==> src/hw/rtl/ibfc_pkg.sv <==
// ----------------------------------------------------------------------------
// ibfc_pkg
// Shared constants and controller/datapath handshake types for the iBUS
// frame channel-change parser.
// ----------------------------------------------------------------------------
`default_nettype none

package ibfc_pkg;

   localparam int FRAME_BYTES_DEF = 32;
   localparam int CHANNELS_DEF    = 14;

   localparam int BYTE_W  = 8;
   localparam int VALUE_W = 16;
   localparam int IDX_W   = 4;
   localparam int THR_W   = 16;

   localparam logic [BYTE_W-1:0] HDR0 = 8'h20;
   localparam logic [BYTE_W-1:0] HDR1 = 8'h40;

   localparam logic [THR_W-1:0] THRESHOLD_RESET = 16'd5;

   // commands from the controller to the datapath
   typedef struct packed {
      logic store_byte;    // header check and store of a received byte
      logic start_decode;  // frame end byte: rewind position, clear walk state
      logic rd_lo;         // issue read of a channel low byte
      logic rd_hi;         // latch low byte, issue read of the high byte
      logic compare;       // compare channel against previous, update store
      logic emit_step;     // move to the next channel in the emit walk
      logic emit_load;     // load the output register with the current channel
   } cmd_type;

   // status from the datapath to the controller
   typedef struct packed {
      logic frame_end;     // byte position has reached the frame length
      logic scan_done;     // current channel is the final one
      logic mask_empty;    // no changed channels left to emit
      logic cur_changed;   // current channel is marked as changed
      logic out_free;      // output register can take a result this cycle
   } status_type;

endpackage

`default_nettype wire

==> src/hw/rtl/ibfc_if.sv <==
// ----------------------------------------------------------------------------
// ibfc_if
// Valid/ready channel interfaces for the received byte stream and for the
// channel change results.
// ----------------------------------------------------------------------------
`default_nettype none

interface ibfc_req_if;
   logic                          valid;
   logic                          ready;
   logic [ibfc_pkg::BYTE_W-1:0]   rx_byte;

   modport source (output valid, output rx_byte, input ready);
   modport sink   (input valid, input rx_byte, output ready);
endinterface

interface ibfc_rsp_if;
   logic                          valid;
   logic                          ready;
   logic [ibfc_pkg::IDX_W-1:0]    channel_index;
   logic [ibfc_pkg::VALUE_W-1:0]  channel_value;
   logic                          last_change;

   modport source (output valid, output channel_index, output channel_value,
                   output last_change, input ready);
   modport sink   (input valid, input channel_index, input channel_value,
                   input last_change, output ready);
endinterface

`default_nettype wire

==> src/hw/rtl/ibfc_ctrl.sv <==
// ----------------------------------------------------------------------------
// ibfc_ctrl
// Sequencer for the parser: takes bytes while idle, walks the channels of a
// finished frame to compare them, then walks them again to emit results.
// ----------------------------------------------------------------------------
`default_nettype none

module ibfc_ctrl (
   input  wire                   clock,
   input  wire                   reset,
   input  wire                   req_valid,
   output logic                  req_ready,
   input  ibfc_pkg::status_type  status,
   output ibfc_pkg::cmd_type     cmd
);

   typedef enum logic [4:0] {
      ST_IDLE  = 5'b00001,
      ST_RD_LO = 5'b00010,
      ST_RD_HI = 5'b00100,
      ST_CMP   = 5'b01000,
      ST_EMIT  = 5'b10000
   } state_type;

   state_type state_ff;
   state_type state_in;
   logic      accept;

   assign req_ready = (state_ff == ST_IDLE);
   assign accept    = req_valid && req_ready;

   always_comb begin
      state_in = state_ff;
      cmd      = '0;
      unique case (state_ff)
         ST_IDLE: begin
            if (accept) begin
               if (status.frame_end) begin
                  cmd.start_decode = 1'b1;
                  state_in         = ST_RD_LO;
               end else begin
                  cmd.store_byte = 1'b1;
               end
            end
         end
         ST_RD_LO: begin
            cmd.rd_lo = 1'b1;
            state_in  = ST_RD_HI;
         end
         ST_RD_HI: begin
            cmd.rd_hi = 1'b1;
            state_in  = ST_CMP;
         end
         ST_CMP: begin
            cmd.compare = 1'b1;
            state_in    = status.scan_done ? ST_EMIT : ST_RD_LO;
         end
         ST_EMIT: begin
            if (status.mask_empty) begin
               state_in = ST_IDLE;
            end else if (status.cur_changed) begin
               // hold until the output register can take the transaction
               if (status.out_free) begin
                  cmd.emit_load = 1'b1;
                  cmd.emit_step = 1'b1;
               end
            end else begin
               cmd.emit_step = 1'b1;
            end
         end
         default: begin
            state_in = ST_IDLE;
         end
      endcase
   end

   always_ff @(posedge clock) begin
      if (reset) begin
         state_ff <= ST_IDLE;
      end else begin
         state_ff <= state_in;
      end
   end

endmodule

`default_nettype wire

==> src/hw/rtl/ibfc_dp.sv <==
// ----------------------------------------------------------------------------
// ibfc_dp
// Datapath for the parser: frame byte memory, byte position, previous
// channel values, change mask, threshold register and output register.
// ----------------------------------------------------------------------------
`default_nettype none

module ibfc_dp #(
   parameter int FRAME_BYTES = ibfc_pkg::FRAME_BYTES_DEF,
   parameter int CHANNELS    = ibfc_pkg::CHANNELS_DEF
) (
   input  wire                              clock,
   input  wire                              reset,
   input  wire  [ibfc_pkg::BYTE_W-1:0]      rx_byte,
   input  wire                              csr_wr_en,
   input  wire  [ibfc_pkg::THR_W-1:0]       csr_wr_data,
   input  ibfc_pkg::cmd_type                cmd,
   output ibfc_pkg::status_type             status,
   input  wire                              rsp_ready,
   output logic                             rsp_valid,
   output logic [ibfc_pkg::IDX_W-1:0]       rsp_channel_index,
   output logic [ibfc_pkg::VALUE_W-1:0]     rsp_channel_value,
   output logic                             rsp_last_change
);

   localparam int ADDR_W = $clog2(FRAME_BYTES);
   localparam int POS_W  = $clog2(FRAME_BYTES + 1);
   localparam int CH_W   = (CHANNELS > 1) ? $clog2(CHANNELS) : 1;
   localparam int SLOT_W = $clog2(2 * CHANNELS + FRAME_BYTES + 2);

   localparam logic [POS_W-1:0]  POS_END  = POS_W'(FRAME_BYTES);
   localparam logic [CH_W-1:0]   LAST_CH  = CH_W'(CHANNELS - 1);
   localparam logic [SLOT_W-1:0] SLOT_END = SLOT_W'(FRAME_BYTES);

   // frame byte memory
   logic [ibfc_pkg::BYTE_W-1:0]  frame_mem_ff [FRAME_BYTES];
   logic [ibfc_pkg::BYTE_W-1:0]  rd_data_ff;
   logic                         rd_in_range_ff;
   logic                         rd_in_range_in;

   logic [POS_W-1:0]             pos_ff;
   logic [POS_W-1:0]             pos_in;
   logic                         hdr_ok;

   logic [CH_W-1:0]              chan_ff;
   logic [CH_W-1:0]              chan_in;
   logic [CHANNELS-1:0]          mask_ff;
   logic [CHANNELS-1:0]          mask_in;
   logic [CHANNELS-1:0]          cur_bit;
   logic [ibfc_pkg::VALUE_W-1:0] prev_ff [CHANNELS];

   logic [ibfc_pkg::BYTE_W-1:0]  lo_ff;
   logic [ibfc_pkg::BYTE_W-1:0]  rd_byte;
   logic [SLOT_W-1:0]            slot;
   logic [ibfc_pkg::VALUE_W-1:0] new_val;
   logic [ibfc_pkg::VALUE_W-1:0] old_val;
   logic [ibfc_pkg::VALUE_W-1:0] diff;
   logic                         changed;

   logic [ibfc_pkg::THR_W-1:0]   thr_ff;

   logic                         out_valid_ff;
   logic [ibfc_pkg::IDX_W-1:0]   out_idx_ff;
   logic [ibfc_pkg::VALUE_W-1:0] out_val_ff;
   logic                         out_last_ff;
   logic [CH_W+ibfc_pkg::IDX_W-1:0] chan_ext;

   // byte slot of the channel being read: 2 + 2*chan, plus one for the high byte
   assign slot = (SLOT_W'(chan_ff) << 1) + SLOT_W'(2) + SLOT_W'(cmd.rd_hi);
   assign rd_in_range_in = (slot < SLOT_END);
   assign rd_byte = rd_in_range_ff ? rd_data_ff : '0;

   assign hdr_ok = !((pos_ff == POS_W'(0) && rx_byte != ibfc_pkg::HDR0) ||
                     (pos_ff == POS_W'(1) && rx_byte != ibfc_pkg::HDR1));

   always_ff @(posedge clock) begin
      if (cmd.store_byte && hdr_ok) begin
         frame_mem_ff[pos_ff[ADDR_W-1:0]] <= rx_byte;
      end
      if (cmd.rd_lo || cmd.rd_hi) begin
         rd_data_ff     <= frame_mem_ff[slot[ADDR_W-1:0]];
         rd_in_range_ff <= rd_in_range_in;
      end
   end

   assign new_val = {rd_byte, lo_ff};
   assign old_val = prev_ff[chan_ff];
   assign diff    = (new_val >= old_val) ? (new_val - old_val) : (old_val - new_val);
   assign changed = (diff > thr_ff);
   assign cur_bit = CHANNELS'(1) << chan_ff;

   always_comb begin
      pos_in = pos_ff;
      if (cmd.store_byte) begin
         pos_in = hdr_ok ? (pos_ff + POS_W'(1)) : '0;
      end else if (cmd.start_decode) begin
         pos_in = '0;
      end
   end

   always_comb begin
      chan_in = chan_ff;
      mask_in = mask_ff;
      if (cmd.start_decode) begin
         chan_in = '0;
         mask_in = '0;
      end else if (cmd.compare) begin
         chan_in = (chan_ff == LAST_CH) ? '0 : (chan_ff + CH_W'(1));
         mask_in = changed ? (mask_ff | cur_bit) : mask_ff;
      end else if (cmd.emit_step) begin
         chan_in = chan_ff + CH_W'(1);
         if (cmd.emit_load) begin
            mask_in = mask_ff & ~cur_bit;
         end
      end
   end

   always_ff @(posedge clock) begin
      if (reset) begin
         pos_ff  <= '0;
         chan_ff <= '0;
         mask_ff <= '0;
         thr_ff  <= ibfc_pkg::THRESHOLD_RESET;
         for (int i = 0; i < CHANNELS; i++) begin
            prev_ff[i] <= '0;
         end
      end else begin
         pos_ff  <= pos_in;
         chan_ff <= chan_in;
         mask_ff <= mask_in;
         if (csr_wr_en) begin
            thr_ff <= csr_wr_data;
         end
         if (cmd.compare) begin
            prev_ff[chan_ff] <= new_val;
         end
      end
   end

   always_ff @(posedge clock) begin
      if (cmd.rd_hi) begin
         lo_ff <= rd_byte;
      end
   end

   // output register
   assign chan_ext = {{ibfc_pkg::IDX_W{1'b0}}, chan_ff};

   always_ff @(posedge clock) begin
      if (reset) begin
         out_valid_ff <= 1'b0;
      end else if (cmd.emit_load) begin
         out_valid_ff <= 1'b1;
      end else if (rsp_ready) begin
         out_valid_ff <= 1'b0;
      end
   end

   always_ff @(posedge clock) begin
      if (cmd.emit_load) begin
         out_idx_ff  <= chan_ext[ibfc_pkg::IDX_W-1:0];
         out_val_ff  <= old_val;
         out_last_ff <= ((mask_ff & ~cur_bit) == '0);
      end
   end

   assign rsp_valid         = out_valid_ff;
   assign rsp_channel_index = out_idx_ff;
   assign rsp_channel_value = out_val_ff;
   assign rsp_last_change   = out_last_ff;

   assign status.frame_end   = (pos_ff == POS_END);
   assign status.scan_done   = (chan_ff == LAST_CH);
   assign status.mask_empty  = (mask_ff == '0);
   assign status.cur_changed = mask_ff[chan_ff];
   assign status.out_free    = !out_valid_ff || rsp_ready;

endmodule

`default_nettype wire

==> src/hw/rtl/ibfc_frame_channel_change_parser_top.sv <==
// ----------------------------------------------------------------------------
// ibus_frame_channel_change_parser_top
// Hunts iBUS servo frames in a byte stream and reports channels whose value
// moved by more than a programmable threshold.
// ----------------------------------------------------------------------------
// Usage: each received byte is one input transaction. Ordinary bytes are
// taken in one cycle each. A frame opens with 0x20, 0x40; the byte that
// arrives after FRAME_BYTES stored bytes closes the frame and is discarded,
// and the block then compares the channels in turn (a read of the low byte,
// a read of the high byte and a compare, over the single read port of the
// frame memory) and then walks the change mask, holding while the result
// channel stalls and the output register is full. New bytes are taken
// again only after that walk; results still waiting in the output register do
// not hold off the next byte. The threshold defaults to 5 and is written
// through csr_wr_en/csr_wr_data while the block is idle. The previous-value
// store is all zero after reset; the checksum is not checked.
// ----------------------------------------------------------------------------
`default_nettype none

module ibus_frame_channel_change_parser_top #(
   parameter int FRAME_BYTES = ibfc_pkg::FRAME_BYTES_DEF,
   parameter int CHANNELS    = ibfc_pkg::CHANNELS_DEF
) (
   input  wire                         clock,
   input  wire                         reset,
   ibfc_req_if.sink                    req_bus,
   ibfc_rsp_if.source                  rsp_bus,
   input  wire                         csr_wr_en,
   input  wire [ibfc_pkg::THR_W-1:0]   csr_wr_data
);

   ibfc_pkg::cmd_type    cmd;
   ibfc_pkg::status_type status;

   ibfc_ctrl u_ctrl (
      .clock     (clock),
      .reset     (reset),
      .req_valid (req_bus.valid),
      .req_ready (req_bus.ready),
      .status    (status),
      .cmd       (cmd)
   );

   ibfc_dp #(
      .FRAME_BYTES (FRAME_BYTES),
      .CHANNELS    (CHANNELS)
   ) u_dp (
      .clock             (clock),
      .reset             (reset),
      .rx_byte           (req_bus.rx_byte),
      .csr_wr_en         (csr_wr_en),
      .csr_wr_data       (csr_wr_data),
      .cmd               (cmd),
      .status            (status),
      .rsp_ready         (rsp_bus.ready),
      .rsp_valid         (rsp_bus.valid),
      .rsp_channel_index (rsp_bus.channel_index),
      .rsp_channel_value (rsp_bus.channel_value),
      .rsp_last_change   (rsp_bus.last_change)
   );

endmodule

`default_nettype wire

==> src/flat_wrapper.sv <==
// flat-port wrapper written by rule: the top's interface ports become plain ports
module ibus_frame_channel_change_parser_top_flat 
#(
   parameter int FRAME_BYTES = ibfc_pkg::FRAME_BYTES_DEF,
   parameter int CHANNELS    = ibfc_pkg::CHANNELS_DEF
)
  (clock, reset, csr_wr_en, csr_wr_data, req_bus_valid, req_bus_rx_byte, req_bus_ready, rsp_bus_valid, rsp_bus_channel_index, rsp_bus_channel_value, rsp_bus_last_change, rsp_bus_ready);
  ibfc_req_if req_bus_i ();
  ibfc_rsp_if rsp_bus_i ();
  input  wire clock;
  input  wire reset;
  input  wire csr_wr_en;
  input  wire [ibfc_pkg::THR_W-1:0] csr_wr_data;
  input wire logic [$bits(req_bus_i.valid)-1:0] req_bus_valid;
  input wire logic [$bits(req_bus_i.rx_byte)-1:0] req_bus_rx_byte;
  output wire logic [$bits(req_bus_i.ready)-1:0] req_bus_ready;
  output wire logic [$bits(rsp_bus_i.valid)-1:0] rsp_bus_valid;
  output wire logic [$bits(rsp_bus_i.channel_index)-1:0] rsp_bus_channel_index;
  output wire logic [$bits(rsp_bus_i.channel_value)-1:0] rsp_bus_channel_value;
  output wire logic [$bits(rsp_bus_i.last_change)-1:0] rsp_bus_last_change;
  input wire logic [$bits(rsp_bus_i.ready)-1:0] rsp_bus_ready;
  assign req_bus_i.valid = req_bus_valid;
  assign req_bus_i.rx_byte = req_bus_rx_byte;
  assign req_bus_ready = req_bus_i.ready;
  assign rsp_bus_valid = rsp_bus_i.valid;
  assign rsp_bus_channel_index = rsp_bus_i.channel_index;
  assign rsp_bus_channel_value = rsp_bus_i.channel_value;
  assign rsp_bus_last_change = rsp_bus_i.last_change;
  assign rsp_bus_i.ready = rsp_bus_ready;
  ibus_frame_channel_change_parser_top #(.FRAME_BYTES(FRAME_BYTES), .CHANNELS(CHANNELS)) u_core (.clock(clock), .reset(reset), .req_bus(req_bus_i), .rsp_bus(rsp_bus_i), .csr_wr_en(csr_wr_en), .csr_wr_data(csr_wr_data));
endmodule
==> config.mk <==
export PLATFORM = sky130hd
export DESIGN_NAME = ibus_frame_channel_change_parser_top_flat
export DESIGN_NICKNAME = d
export VERILOG_FILES = /design/src/hw/rtl/ibfc_pkg.sv /design/src/hw/rtl/ibfc_if.sv /design/src/hw/rtl/ibfc_ctrl.sv /design/src/hw/rtl/ibfc_dp.sv /design/src/hw/rtl/ibfc_frame_channel_change_parser_top.sv /design/src/flat_wrapper.sv
export SDC_FILE = /design/constraint.sdc
export NUM_CORES = 1
export LEC_CHECK = 0
export CAP_MARGIN = 25
export CORE_MARGIN = 2
export CORE_UTILIZATION = 55
export CTS_BUF_LIST = sky130_fd_sc_hd__clkbuf_8 sky130_fd_sc_hd__clkbuf_16
export DETAILED_ROUTE_END_ITERATION = 8
export DONT_BUFFER_PORTS = 1
export PLACE_DENSITY = 0.7
export SYNTH_ARGS = -nofsm -noshare
export SYNTH_HDL_FRONTEND = slang
export SYNTH_SLANG_ARGS = --single-unit
==> constraint.sdc <==
create_clock -name clock -period 17.5 [get_ports clock]
set_input_delay 4.375 -clock clock [delete_from_list [all_inputs] [get_ports clock]]
set_output_delay 4.375 -clock clock [all_outputs]
set_load 0.05 [all_outputs]
==> results of run 1 <==
-- cell type report --
cell class              count  area (um^2)  area share, %
multi-input cells         902         7966          28.11
flip-flops and latches    600        17520          61.84
inverters                  66        247.7         0.8743
repair buffers             16        167.7         0.5917
clock inverters            40        245.2         0.8655
well taps                 607        759.5          2.680
clock buffers              57         1426          5.034
-- final timing paths --
check	startpoint	endpoint	slack, ns	cells after the start
worst max-delay path	flop	flop	10.41	20
worst min-delay path	u_core.u_dp.thr_ff[2]$_SDFFE_PP1P_	u_core.u_dp.thr_ff[2]$_SDFFE_PP1P_	0.48	2
worst max register to register	flop	flop	10.41	20
worst min register to register	u_core.u_dp.thr_ff[2]$_SDFFE_PP1P_	u_core.u_dp.thr_ff[2]$_SDFFE_PP1P_	0.48	2
-- worst max-delay path: cells and delay by family, from the launching register on --
family          cells  cell delay (ns)
compound gates     10             2.44
fa+ha+maj           2             0.71
buf+inv             2             0.96
flops               1             0.70
mux                 3             1.54
simple gates        3             0.63
-- state kept, by name, summed over array words and instances (netlist names), named ones only --
signal                         cells
u_core.u_dp.lo_ff                  8
u_core.u_ctrl.state_ff             5
u_core.u_dp.rsp_valid              1
u_core.u_dp.rd_in_range_ff         1
u_core.u_dp.chan_ff                4
u_core.u_dp.rd_data_ff             8
u_core.u_dp.rsp_channel_value     16
u_core.u_dp.rsp_last_change        1
u_core.u_dp.frame_mem_ff         256
u_core.u_dp.rsp_channel_index      4
u_core.u_dp.prev_ff              256
u_core.u_dp.pos_ff                 6
u_core.u_dp.thr_ff                16
-- metrics by stage --
step | instances | worst slack (ns) | hold slack [ns] | utilization (%) | instance area, um^2
final | 2288 | 10.41 | 0.4829 | 60.61 | 28340
after detailed placement | 2189 | 10.05 | 0.4754 | 56.94 | 26620
after global routing | 2288 | 9.766 | 0.5162 | 60.61 | 28340
after CTS | 2286 | 10.03 | 0.4875 | 60.52 | 28290
after global placement | 2187 | 10.15 | 0.4749 | 56.87 | 26590
after floorplan | 1672 | 10.95 | 0.4064 | - | 26160
-- layer usage --
metal | vias to the layer above | wire [um]
li1 | 6312 | -
met1 | 7398 | 24030
met2 | 599 | 29920
met3 | 97 | 4080
met4 | 0 | 1900
met5 | - | 0
-- power groups by stage --
stage	clock network, mW	logic, mW	registers (mW)
2_1_floorplan	0	0.0536	1.62
3_3_place_gp	0	0.0706	1.62
3_5_place_dp	0	0.0719	1.62
4_1_cts	1.15	0.0723	1.59
5_1_grt	1.20	0.0790	1.60
6_report	1.14	0.0721	1.59
-- placed cells by master, fill, tap and decap left out, types with 4 or more instances in the layout --
cell type    n
a211oi_1    12
a21o_1      11
a21oi_1     42
and2_1       4
buf_4       13
clkbuf_16   57
clkinv_1    11
clkinv_2     9
dfxtp_1     47
edfxtp_1   550
ha_1        57
inv_1       78
mux2_2       9
mux2i_1     23
mux4_2     163
nand2_1     66
nand2b_1    13
nand3_1     27
nand3b_1     8
nand4_1     10
nor2_1     308
nor2b_1      5
nor3_1       6
nor4_1       5
o211ai_1    22
o21a_1       8
o21ai_0     33
xnor2_1      9
xor2_1       9
-- cells by family (layout without fill, tap and decap cells) --
| kind of cell | count (synthesis) | count (layout) |
|---|---|---|
| mux | 196 | 196 |
| fa+ha+maj | 59 | 59 |
| xor+xnor | 18 | 18 |
| simple gates | 465 | 465 |
| compound gates | 164 | 164 |
| buf+inv | 170 | 179 |
| flops | 600 | 600 |
==> metrics.cfg, run 1 <==
[sta]
fmax_mhz = 141.0
rsz0062_at_grt = no
setup_tns_ns = 0
worst_pin_slew_ns = 0.9832
setup_viol = 0
report.final.slew_viol_count = 0
min_period_over_period_pct = 40.52
skew_ns = 0.01583
timing.slew.headroom_pct = 34.38
finalHoldViolCount = 0
fin_crit_ns = 7.092

[power_and_ir_drop]
irDropWorstVdd_v = 0.0001011
swShare_pct = 20.40
p_clk_share_pct = 40.5
p_switching_mw = 0.5716
finalPower_mw = 2.802
p_per_area_mw_per_mm2 = 98.87
seq_power_share_pct = 56.9
p_int_mw = 2.230
p_comb_share_pct = 2.6
power.leakage_nw = 9.392

[setup_path]
critPathArrivalTime_ns = 7.61
worst_setup_path_end_kind = flop
crit_fanout = 41
cp_slowest_stage_delay_ns = 0.74
critPathSlowestCell = buf_4
path_common_cell = a211oi_1
critPathRequiredTime_ns = 18.02
cp-start-kind = flop
critical_path_class = flop to flop
path_cells = buf_4 -> mux4_2 -> mux4_2 -> ha_1 -> a2111oi_0 -> a211oi_1 -> a221oi_2 -> a21oi_1 -> o21ai_2 -> buf_8 -> mux2_1 -> a311oi_1 -> a211oi_1 -> ha_1 -> nand4_1 -> nor2_1 -> a211oi_1 -> a21oi_1 -> nand2_1 -> o21ai_0

[yosys]
yosys.area.top_type = edfxtp_1
synth-compound-area-share_pct = 4.104
syn_area_per_cell_um2 = 15.65
yosysSeqAreaShare_pct = 66.96
ys_warn_count = 0
synth_mux_area_share_pct = 15.34
yosys-top-cells-area = edfxtp_1 63%, mux4_2 14%, nor2_1 4.4%
synth_ff_type = edfxtp_1
syn_area_mm2 = 0.02616
synthArstFlopShare_pct = 0
yosysMostFrequentCell = edfxtp_1
synthTopCellsByCount = 550 x edfxtp_1, 308 x nor2_1, 163 x mux4_2
synth_edf_count = 550
yosys.cell_types.count = 61
synth_top_family_by_area = multiplexers
synth-seq-cells = 600
synthSimpleGateAreaFrac_pct = 7.485
synthCells = 1672
synth_top_area_share_pct = 63.13
synth_nets = 1760
synth_fa_ha_area_share_pct = 2.879
synth-xor-area-share_pct = 0.6026

[route]
wl_per_cell_um = 26.19
wirelength_um = 59930
drt_pass1_iterations = 7
antenna_left = 0
via_count = 14410
vias_per_cell = 6.296
drc_errors = 0
drt_iter0_drc = 1537

[floorplan]
ios = 52
rows = 79
coreArea_mm2 = 0.04675
initial_utilization_pct = 55.95
dieWidth_um = 222.1
die_y_um = 222.1
dieArea_mm2 = 0.04932

[clock_tree]
cts.sinks = 600
root_buffer = clkbuf_16
post_cts_buffers = 0
clkTransAtPathRegs_ns = 0.06
cts-resized-gates = 0
cts_hold_buffers = 0
cts_buffers = 57
cts_max_level = 2
cts_buffer_depth = 3
cts_tree = yes
insertion_delay_ns = 0.62

[global_route]
grt_pass1_vias = 14510
gr-usage-all-layers_pct = 24.80
met3_usage_pct = 4.042
use_met2_pct = 41.16
grt.busiest_layer = met2
antenna_found_initial = 0
grt_max_degree = 66
gr-usage-met1_pct = 33.76
grt_first_pass_wirelength_um = 91220
grt_overflow = 0

[placement]
io_buffers = 0
gp_routability_congestion = 0.8508
post-dp-hpwl_um = 38990

[hold_path]
hold_class = flop to flop

[final_layout]
drive_gt1_share_pct = 16.30
antennaDiodeCount = 0
fillers = 3427
final_nets = 1731
area_delta_synth_final_pct = 8.317

[outcome]
status = complete, no violations

[flow_run]
drv_cap = 0

Power figures use the tool's default switching activity.
==> run 2, diff against run 1 <==
==> constraint.sdc (replaced) <==
create_clock -name clock -period 7.3 [get_ports clock]
set_input_delay 1.825 -clock clock [delete_from_list [all_inputs] [get_ports clock]]
set_output_delay 1.825 -clock clock [all_outputs]
set_load 0.05 [all_outputs]
==> metrics.cfg, run 2 (same netlist as run 1, synthesis figures left out) <==
[global_route]
gr-usage-all-layers_pct = 25.76
grt_max_degree = 71
grt_first_pass_wirelength_um = 93360
grt_pass1_vias = 14840
grt_overflow = 0
antenna_found_initial = 0

[setup_path]
cp_slowest_stage_delay_ns = 0.71
path_cells = buf_4 -> mux4_2 -> mux4_2 -> ha_1 -> o21ai_0 -> o21ai_1 -> a221oi_2 -> a21oi_1 -> o21ai_2 -> buf_4 -> mux2_2 -> ha_1 -> nor2b_1 -> o21a_1 -> o21ai_0 -> a21oi_1 -> o31ai_1 -> a21oi_1 -> nand2_1 -> o21ai_0
critPathRequiredTime_ns = 7.79
cp-start-kind = flop
reg2reg_depth = 20
path_buf_inv = 2
critPathArrivalTime_ns = 7.05
critPathTopFamily = compound AO/OA/AOI/OAI gates
crit_fanout = 27
critical_path_depth = 20
rrSetupSlack_ns = 0.74
worst_setup_path_end_kind = flop
critPathSlowestCell = dfxtp_4
critical_path_class = flop to flop

[final_layout]
area_delta_synth_final_pct = 9.494
final_nets = 1741
layout_commonest_cell = edfxtp_1
regArea_mm2 = 0.01752
final_cell_mix = 550 x edfxtp_1, 308 x nor2_1, 163 x mux4_2
antennaDiodeCount = 0
fillers = 3356
multi_input_area_mm2 = 0.007966
final_cells = 2307
drive_gt1_share_pct = 17.35

[sta]
setup_tns_ns = 0
rsz0062_at_grt = no
fmax_mhz = 152.3
timing.slew.headroom_pct = 25.58
skew_ns = 0.03270
min_period_over_period_pct = 89.92
finalHoldViolCount = 0
report.final.slew_viol_count = 0
worst_pin_slew_ns = 1.116
setup_viol = 0
fin_crit_ns = 6.564

[hold_path]
hold_depth = 2
hold_class = flop to flop
hold_path_end = u_core.u_dp.thr_ff[0]$_SDFFE_PP1P_
min_from = u_core.u_dp.thr_ff[0]$_SDFFE_PP1P_

[route]
antenna_left = 0
vias_per_cell = 6.340
wl_per_cell_um = 26.98
drt_iter0_drc = 1707
via_count = 14630
drc_errors = 0
drt_pass1_iterations = 5
wirelength_um = 62250

[placement]
dp_cells = 2196
io_buffers = 0
gp_routability_congestion = 0.8842
post-dp-hpwl_um = 39050

[power_and_ir_drop]
swShare_pct = 20.27
p_per_area_mw_per_mm2 = 244.6
p_int_mw = 5.585
irDropWorstVdd_v = 0.0002176
p_switching_mw = 1.420
power.leakage_nw = 9.551
seq_power_share_pct = 54.6
p_comb_share_pct = 2.5
p_clk_share_pct = 42.9
finalPower_mw = 7.005

[floorplan]
dieArea_mm2 = 0.04932
rows = 79
ios = 52
coreArea_mm2 = 0.04675
die_y_um = 222.1
dieWidth_um = 222.1
initial_utilization_pct = 55.95

[outcome]
status = complete, no violations

[clock_tree]
insertion_delay_ns = 0.64
clkTransAtPathRegs_ns = 0.06
cts_hold_buffers = 0
cts_tree = yes
cts_buffer_depth = 3
cts_buffers = 58
cts.sinks = 600
cts-resized-gates = 0
post_cts_buffers = 0
root_buffer = clkbuf_16
cts_max_level = 2

[flow_run]
drv_cap = 0

==> run 2: cell types whose count changed in the layout (fill, tap and decap cells not counted), moves of 2 or more <==
| cell | previous run | this run |
|---|---|---|
| buf_4 | 13 | 19 |
| bufinv_16 | 2 | 7 |
| clkinv_1 | 11 | 8 |
| clkinv_2 | 9 | 12 |
| buf_12 | 0 | 2 |
| clkbuf_16 | 57 | 59 |
| clkinvlp_2 | 2 | 0 |
| inv_6 | 0 | 2 |
==> run 2: power groups by stage <==
stage | clock [mW] | sequential [mW] | combinational (mW)
6_report | 3.01 | 3.82 | 0.178
5_1_grt | 3.17 | 3.83 | 0.194
4_1_cts | 3.04 | 3.82 | 0.176
3_5_place_dp | 0 | 3.89 | 0.175
3_3_place_gp | 0 | 3.89 | 0.173
2_1_floorplan | 0 | 3.88 | 0.128
==> run 2: final cells by class <==
class	count	area share [%]
clock buffers	59	5.154
clock inverters	48	1.490
inverters	66	0.8649
multi-input cells	902	27.81
flip-flops and latches	600	61.18
well taps	607	2.651
repair buffers	25	0.8518
==> run 2: worst register-to-register path, stage by stage (launching register included) <==
cell,delay (ns)
dfxtp_4,0.71
buf_4,0.37
mux4_2,0.55
mux4_2,0.56
ha_1,0.42
o21ai_0,0.27
o21ai_1,0.10
a221oi_2,0.37
a21oi_1,0.16
o21ai_2,0.56
buf_4,0.29
mux2_2,0.36
ha_1,0.30
nor2b_1,0.13
o21a_1,0.16
o21ai_0,0.15
a21oi_1,0.10
o31ai_1,0.23
a21oi_1,0.15
nand2_1,0.36
o21ai_0,0.14
==> run 2: how the worst max path moves through the flow <==
stage          slack, ns    to
3_5_place_dp        0.77  flop
4_1_cts             0.73  flop
5_1_grt             0.29  flop
2_1_floorplan       1.28  flop
6_report            0.74  flop
3_3_place_gp        0.93  flop
==> run 2: through the flow <==
step | utilization, % | hold slack [ns] | setup WS (ns) | area (um^2)
after global routing | 61.27 | 0.5182 | 0.2948 | 28640
after detailed placement | 57.06 | 0.4742 | 0.7689 | 26680
after global placement | 57.06 | 0.4684 | 0.9314 | 26680
after CTS | 61.13 | 0.4909 | 0.7327 | 28580
after floorplan | - | 0.4064 | 1.283 | 26160
final | 61.27 | 0.4864 | 0.7358 | 28640
==> run 2: metal layers <==
metal / share of wire [%] / vias up / wire length [um] / track usage, %
met5: 0 / - / 0 / 0
met4: 2.6 / 0 / 1647 / 8.588
met3: 7.8 / 99 / 4883 / 4.413
met2: 51 / 688 / 32020 / 44.65
met1: 38 / 7492 / 23700 / 33.22
li1: - / 6347 / - / -
